==> src/rtl/set_assoc_lru_cache_tags_macros.svh <==
// Assertion macros for the set-associative LRU tag store.
// Used by the top level only; no other dependencies.
`ifndef SET_ASSOC_LRU_CACHE_TAGS_MACROS_SVH
`define SET_ASSOC_LRU_CACHE_TAGS_MACROS_SVH
`ifndef SYNTH
`define SALC_CHECK(label, ante, cons) \
  label: assert property (@(posedge clk) disable iff (rst) (ante) |-> (cons)) \
    else $error("%m: check failed");
`define SALC_CHECK_NEXT(label, ante, cons) \
  label: assert property (@(posedge clk) disable iff (rst) (ante) |=> (cons)) \
    else $error("%m: check failed");
`else
`define SALC_CHECK(label, ante, cons)
`define SALC_CHECK_NEXT(label, ante, cons)
`endif
`endif

==> src/rtl/salc_pkg.sv <==
// Shared types, codes and helpers for the set-associative LRU tag store.
// No dependencies; imported by every module of the block.
`timescale 1ns / 1ps

package salc_pkg;

  localparam int TAG_W   = 62;
  localparam int STAMP_W = 32;
  localparam int CNT_W   = 32;
  localparam int ADDR_W  = 64;

  localparam logic [1:0] OP_MODIFY = 2'd2;
  localparam logic [1:0] OP_IFETCH = 2'd3;

  localparam logic [1:0] OUT_HIT   = 2'd0;
  localparam logic [1:0] OUT_FILL  = 2'd1;
  localparam logic [1:0] OUT_EVICT = 2'd2;

  localparam logic [1:0] REG_INDEX_BITS  = 2'd0;
  localparam logic [1:0] REG_OFFSET_BITS = 2'd1;
  localparam logic [1:0] REG_WAYS_IN_USE = 2'd2;

  typedef enum logic {
    ST_IDLE,
    ST_LOOK
  } state_t;

  typedef struct packed {
    logic [1:0]        opcode;
    logic [ADDR_W-1:0] address;
  } cmd_t;

  typedef struct packed {
    logic [1:0]       access_outcome;
    logic             second_hit;
    logic [CNT_W-1:0] hit_total;
    logic [CNT_W-1:0] miss_total;
    logic [CNT_W-1:0] eviction_total;
  } result_t;

  typedef struct packed {
    logic               valid;
    logic [TAG_W-1:0]   tag;
    logic [STAMP_W-1:0] stamp;
  } line_t;

  function automatic logic [CNT_W-1:0] sat_inc(input logic [CNT_W-1:0] v);
    return (&v) ? v : v + 1'b1;
  endfunction

endpackage

==> src/rtl/salc_lookup.sv <==
// Way compare and replacement choice for one set row, plus the updated row.
// Depends on salc_pkg; purely combinational between the row read and write back.
`timescale 1ns / 1ps

module salc_lookup import salc_pkg::*; #(
  parameter int WAYS = 8
) (
  input  line_t [WAYS-1:0]                 row,
  input  logic [TAG_W-1:0]                 tag,
  input  logic [$clog2(WAYS+1)-1:0]        ways_used,
  input  logic [STAMP_W-1:0]               stamp,
  output logic [1:0]                       outcome,
  output line_t [WAYS-1:0]                 row_next
);

  localparam int EW = $clog2(WAYS + 1);

  logic [WAYS-1:0] in_range;
  logic [WAYS-1:0] live;
  logic [WAYS-1:0] match;
  logic [WAYS-1:0] hit_oh;
  logic [WAYS-1:0] empty_oh;
  logic [WAYS-1:0] victim_oh;

  always_comb begin
    for (int w = 0; w < WAYS; w++) begin
      in_range[w] = EW'(w) < ways_used;
      live[w]     = in_range[w] && row[w].valid;
      match[w]    = live[w] && (row[w].tag == tag);
    end
  end

  // Lowest matching way wins.
  assign hit_oh = match & (~match + WAYS'(1));

  // Highest empty way in range.
  always_comb begin
    logic found;
    found    = 1'b0;
    empty_oh = '0;
    for (int w = WAYS - 1; w >= 0; w--) begin
      if (!found && in_range[w] && !row[w].valid) begin
        empty_oh[w] = 1'b1;
        found       = 1'b1;
      end
    end
  end

  // Oldest stamp: strictly older than every lower way, no newer than every higher way.
  always_comb begin
    logic older;
    for (int w = 0; w < WAYS; w++) begin
      older = live[w];
      for (int v = 0; v < WAYS; v++) begin
        if (v != w && live[v]) begin
          if (v < w) begin
            older = older && (row[w].stamp < row[v].stamp);
          end else begin
            older = older && (row[w].stamp <= row[v].stamp);
          end
        end
      end
      victim_oh[w] = older;
    end
  end

  always_comb begin
    row_next = row;
    if (|match) begin
      outcome = OUT_HIT;
      for (int w = 0; w < WAYS; w++) begin
        if (hit_oh[w]) begin
          row_next[w].stamp = stamp;
        end
      end
    end else if (|empty_oh) begin
      outcome = OUT_FILL;
      for (int w = 0; w < WAYS; w++) begin
        if (empty_oh[w]) begin
          row_next[w].valid = 1'b1;
          row_next[w].tag   = tag;
          row_next[w].stamp = stamp;
        end
      end
    end else begin
      outcome = OUT_EVICT;
      for (int w = 0; w < WAYS; w++) begin
        if (victim_oh[w]) begin
          row_next[w].tag   = tag;
          row_next[w].stamp = stamp;
        end
      end
    end
  end

endmodule

==> config.mk <==
export PLATFORM = sky130hd
export DESIGN_NAME = salc_lookup
export DESIGN_NICKNAME = d
export VERILOG_FILES = /design/src/rtl/set_assoc_lru_cache_tags_macros.svh /design/src/rtl/salc_pkg.sv /design/src/rtl/salc_lookup.sv
export SDC_FILE = /design/constraint.sdc
export NUM_CORES = 2
export LEC_CHECK = 0
export BUFFER_PORTS_ARGS = -buffer_cell sky130_fd_sc_hd__buf_2
export CORE_AREA = 3 3 639 641
export DETAILED_ROUTE_END_ITERATION = 10
export DIE_AREA = 0 0 642 644
export GPL_TIMING_DRIVEN = 0
export PLACE_DENSITY_LB_ADDON = 0.2
export SYNTH_ARGS = -nofsm -noshare
export SYNTH_HDL_FRONTEND = slang
export SYNTH_SLANG_ARGS = --single-unit
export TNS_END_PERCENT = 5
==> constraint.sdc <==
create_clock -name vclk -period 7.97
set_clock_uncertainty 0.1 [all_clocks]
set_input_delay 0.3985 -clock vclk [all_inputs]
set_output_delay 0.3985 -clock vclk [all_outputs]
set_load 0.1 [all_outputs]
# ---- After elaboration in Yosys (flattened, before gate mapping)
# Cells that the tools add are included.
dict set report word_totals {
  ff_bits 0
  latchBits 0
  mem_bits_rw 0
  romBits 0
  inputBits 858
  out_inout_bits 762
  memories 0
}
dict set report op_classes {
  addsub 1
  n_mul 0
  div 0
  order_cmp 64
  eq_ne 8
  shifts 0
  muxes 128
  bitwise_logic 2
  reduce_logical 104
}
# operator count
set op_table {}
lappend op_table {{$mux 94} 16}
lappend op_table {{$le 32x32->1} 28}
lappend op_table {{$lt 32x32->1} 28}
lappend op_table {{$mux 95} 8}
lappend op_table {{$mux 32} 16}
lappend op_table {{$mux 63} 8}
lappend op_table {{$eq 62x62->1} 8}
lappend op_table {{$logic_and 1x1->1} 87}
lappend op_table {{$mux 1} 78}
lappend op_table {{$lt 3x4->1 const A} 4}
lappend op_table {{$reduce_or 8->1} 2}
lappend op_table {{$logic_not 1->1} 15}
lappend op_table {{$add 8x1->8 const B} 1}
lappend op_table {{$and 8x8->8} 1}
lappend op_table {{$lt 1x4->1 const A} 2}
lappend op_table {{$lt 2x4->1 const A} 2}
lappend op_table {{$not 8->8} 1}
lappend op_table {{$mux 2} 2}

# ---- Depth between registers and ports, before layout
dict set report logic_depth {
  word_depth 34
  ltp_mapped 14
  depth_no_buf 12
}

# ---- Worst setup path before layout
# OpenSTA, ideal clock, no wires.
dict set report synth_path {
  path_kind {input-to-output}
  from {input port ways_used[3]}
  to {output port row_next[284] (netlist name)}
  t_arrival_ns 4.980
  t_required_ns 7.471
  setup_slack_ns 2.492
  stages 10
  path_buffers 1
  cell_sequence {or3_4 -> o21ai_2 -> nor3_1 -> nand4_1 -> o211ai_1 -> or4b_1 -> buf_2 -> nor2_1 -> inv_1 -> o21bai_1}
}
# element line
set synth_rtl {}
lappend synth_rtl {{start, declared} salc_lookup.sv:10} ;# input logic [$clog2(WAYS+1)-1:0] ways_used,
lappend synth_rtl {{end, declared} salc_lookup.sv:13} ;# output line_t [WAYS-1:0] row_next

==> results.txt <==
* Headroom to the max-slew limit: -2.321%
* Mean instance size in the synthesized netlist: a little over 8 um^2
- The final reports fail on max-capacitance violations, max-slew violations.
* Max_cap viols: 1
- Post-DRT Antenna Nets: 0
* Initial antenna violation count: roughly 220
- STA puts the critical path data arrival time at 7.39 ns.
- The final count of pins violating max slew came to 2.
- By instance count, the leading cell after synthesis is ha_1.
- Detailed placement ended at an HPWL of 462.0 mm.
- Counting the clock-network buffers in the layout gives 0.
* Min-delay src: row[11]
- # port buffers: around 1,600
- Critical Path Source: tag[57]
* Library cell occupying the most area in the post-synthesis netlist: ha_1
* Buffer count from post-CTS setup fixing: 0
* Crit path capture: row_next[507]
- The cell area that synthesis handed to floorplanning was roughly 38,000 um^2.
- The critical path crosses 15 cells after its start point.
- Cells with a size suffix above 1 make up 41.04% of the layout.
- Crit-path leading delay family: buffers and inverters
* Most used standard cells in the synthesized netlist: ha_1, mux2_2, xnor2_1
- Die Span X: between 600 and 700 um
- Non-filler cells, final: around 12,000
- There are 0 flip-flops and latches.
- Number of vias in the routed layout: between 50,000 and 60,000
- Post-layout net count: approximately 8,000
* Outcome: finished with violations
- Critical path startpoint category: primary input
- Placed cell count: approximately 12,000
* Detailed-route wire length per cell: approximately 45 um
- Cell mode on critical path: buf_2
* CP bufs+invs: 6
- Router iterations before antenna repair: 5
- Part of the cycle the worst path needs: just under 100%
* Synthesized instance count: around 4,600
- At the worst endpoint, the required time is ~7.5 ns.
* Number of setup violations in the final report: 0
* Aggregate global-route resource usage: between 20% and 30%
- Post-synthesis cell type count: between 80 and 90
* Worst hold path class: in2out
- First-pass GRT wire length: about 630 mm
- Overall overflow remaining after global route: 0
- Walking the worst path, the cells encountered are buf_2, buf_2, xor2_1, nor4b_1, nor4b_1, nand4_1, o22ai_1, buf_6, nor4_2, nand4_1, nand2b_1, buf_2, buf_2, o21ai_0, buf_2.
- Final critical delay including setup and external delays: roughly 8 ns
- Slew of the pin with the lowest slew margin: 1.521 ns
- Slowest cell delay on critical path: 0.88 ns
- Core footprint: 402,900 um^2
* Maximum net fanout on the critical path: 10
- Initial Util: a little under a tenth
- For this run, the number of Yosys warnings is 0.
* Final hold violation count: 0
* 1st-iter DRT viols: roughly 4,800
- Post-Syn Nets: between 6,000 and 7,000
* Die H: ~640 um
* Reg area: 0 um^2
* Synth top area share: just under 30%
- Critical-path cell with the highest stage delay: o21ai_0
- F_max: approximately 0.13 GHz
* Via density per instance: about 4.3
- Sequential element share of the synthesized area: 0%
* Std cell rows: between 200 and 250
- I/O pin count: approximately 1,600
* Detailed Route WL: 525.7 mm
- Leading post-synthesis cells by cell area: ha_1, mux2_2, xnor2_1, nand4_1, a21oi_1
* Area overhead of the layout relative to synthesis: 40.16%
- Vias in the first global route: around 49,000
* Last weighted congestion value of the routability-driven placer: 1.005
* Unrepaired setup endpoints after global routing: false
- The die covers between 400,000 and 500,000 um^2.
- STA classifies the critical path endpoint as a primary output.
- Entering global routing, the biggest net connects 11 pins.
- After detailed routing, the number of remaining DRC violations is 0.
- Crit Path Class: in2out
layout make-up:
cell class	count	area [um^2]
diodes	118	295.3
plain buffers	206	1099
fillers	46680	350200
inverters	284	1066
multi-input cells	4078	35540
well taps	5405	6763
repair buffers	1570	7959
placed cells by master (no fill, tap or decap), types with 47 or more instances in the layout:
cell type / synthesis / final
nand3_1: 95 / 95
a21oi_1: 276 / 276
a21o_1: 142 / 140
nand4_1: 375 / 375
ha_1: 896 / 896
inv_1: 284 / 284
a211oi_1: 60 / 60
nor4_1: 70 / 68
o21ai_0: 140 / 138
buf_2: 181 / 1740
nand2_1: 205 / 205
xnor2_1: 453 / 453
diode_2: 0 / 118
mux2_2: 704 / 704
nor2_1: 130 / 129
nor3_1: 49 / 47
stage by stage:
step | setup WS, ns | setup TNS (ns) | hold slack (ns) | util (%) | instance area (um^2)
floorplan | 2.492 | 0 | 1.094 | - | 37610
global placement | -1.336 | -114.81 | 1.323 | 12.95 | 52170
detailed placement | -0.5036 | -26.78 | 1.324 | 13.00 | 52390
CTS | -0.001801 | -0.001801 | 1.328 | 13.01 | 52420
global route | 0.06885 | 0 | 1.358 | 13.04 | 52530
finish | 0.08025 | 0 | 1.345 | 13.08 | 52720
layer usage:
layer,routed length [um],part of all wire (%),vias to the layer above,track usage (%)
li1,-,-,20770,-
met1,191800,36,25450,25.80
met2,257700,49,3050,43.02
met3,29200,5.6,879,4.105
met4,46800,8.9,36,16.86
met5,255,0.049,-,0
how the worst min path moves through the flow:
stage | end | slack, ns | depth (start not counted)
final | row_next[11] | 1.35 | 3
after global routing | row_next[419] | 1.36 | 3
after CTS | row_next[546] | 1.33 | 4
after detailed placement | row_next[546] | 1.32 | 4
after global placement | row_next[546] | 1.32 | 4
after floorplan | row_next[379] | 1.09 | 1
logic make-up after synthesis:
kind of cell	synth area share, %
and+or+nand+nor	15.75
xor gates and xnor gates	11.39
adders and majority gates	29.81
AOI/OAI and AO/OA	15.13
buffers and inverters	5.751
muxes	22.18
timing repair:
item	CTS	global route
setup endpoints to repair	126	0
gates resized for setup	7	0
hold buffers	0	0
worst min-delay path, delay by kind of cell:
kind,cells,cell delay (ns)
buffers and inverters,2,0.51
multiplexers,1,0.13
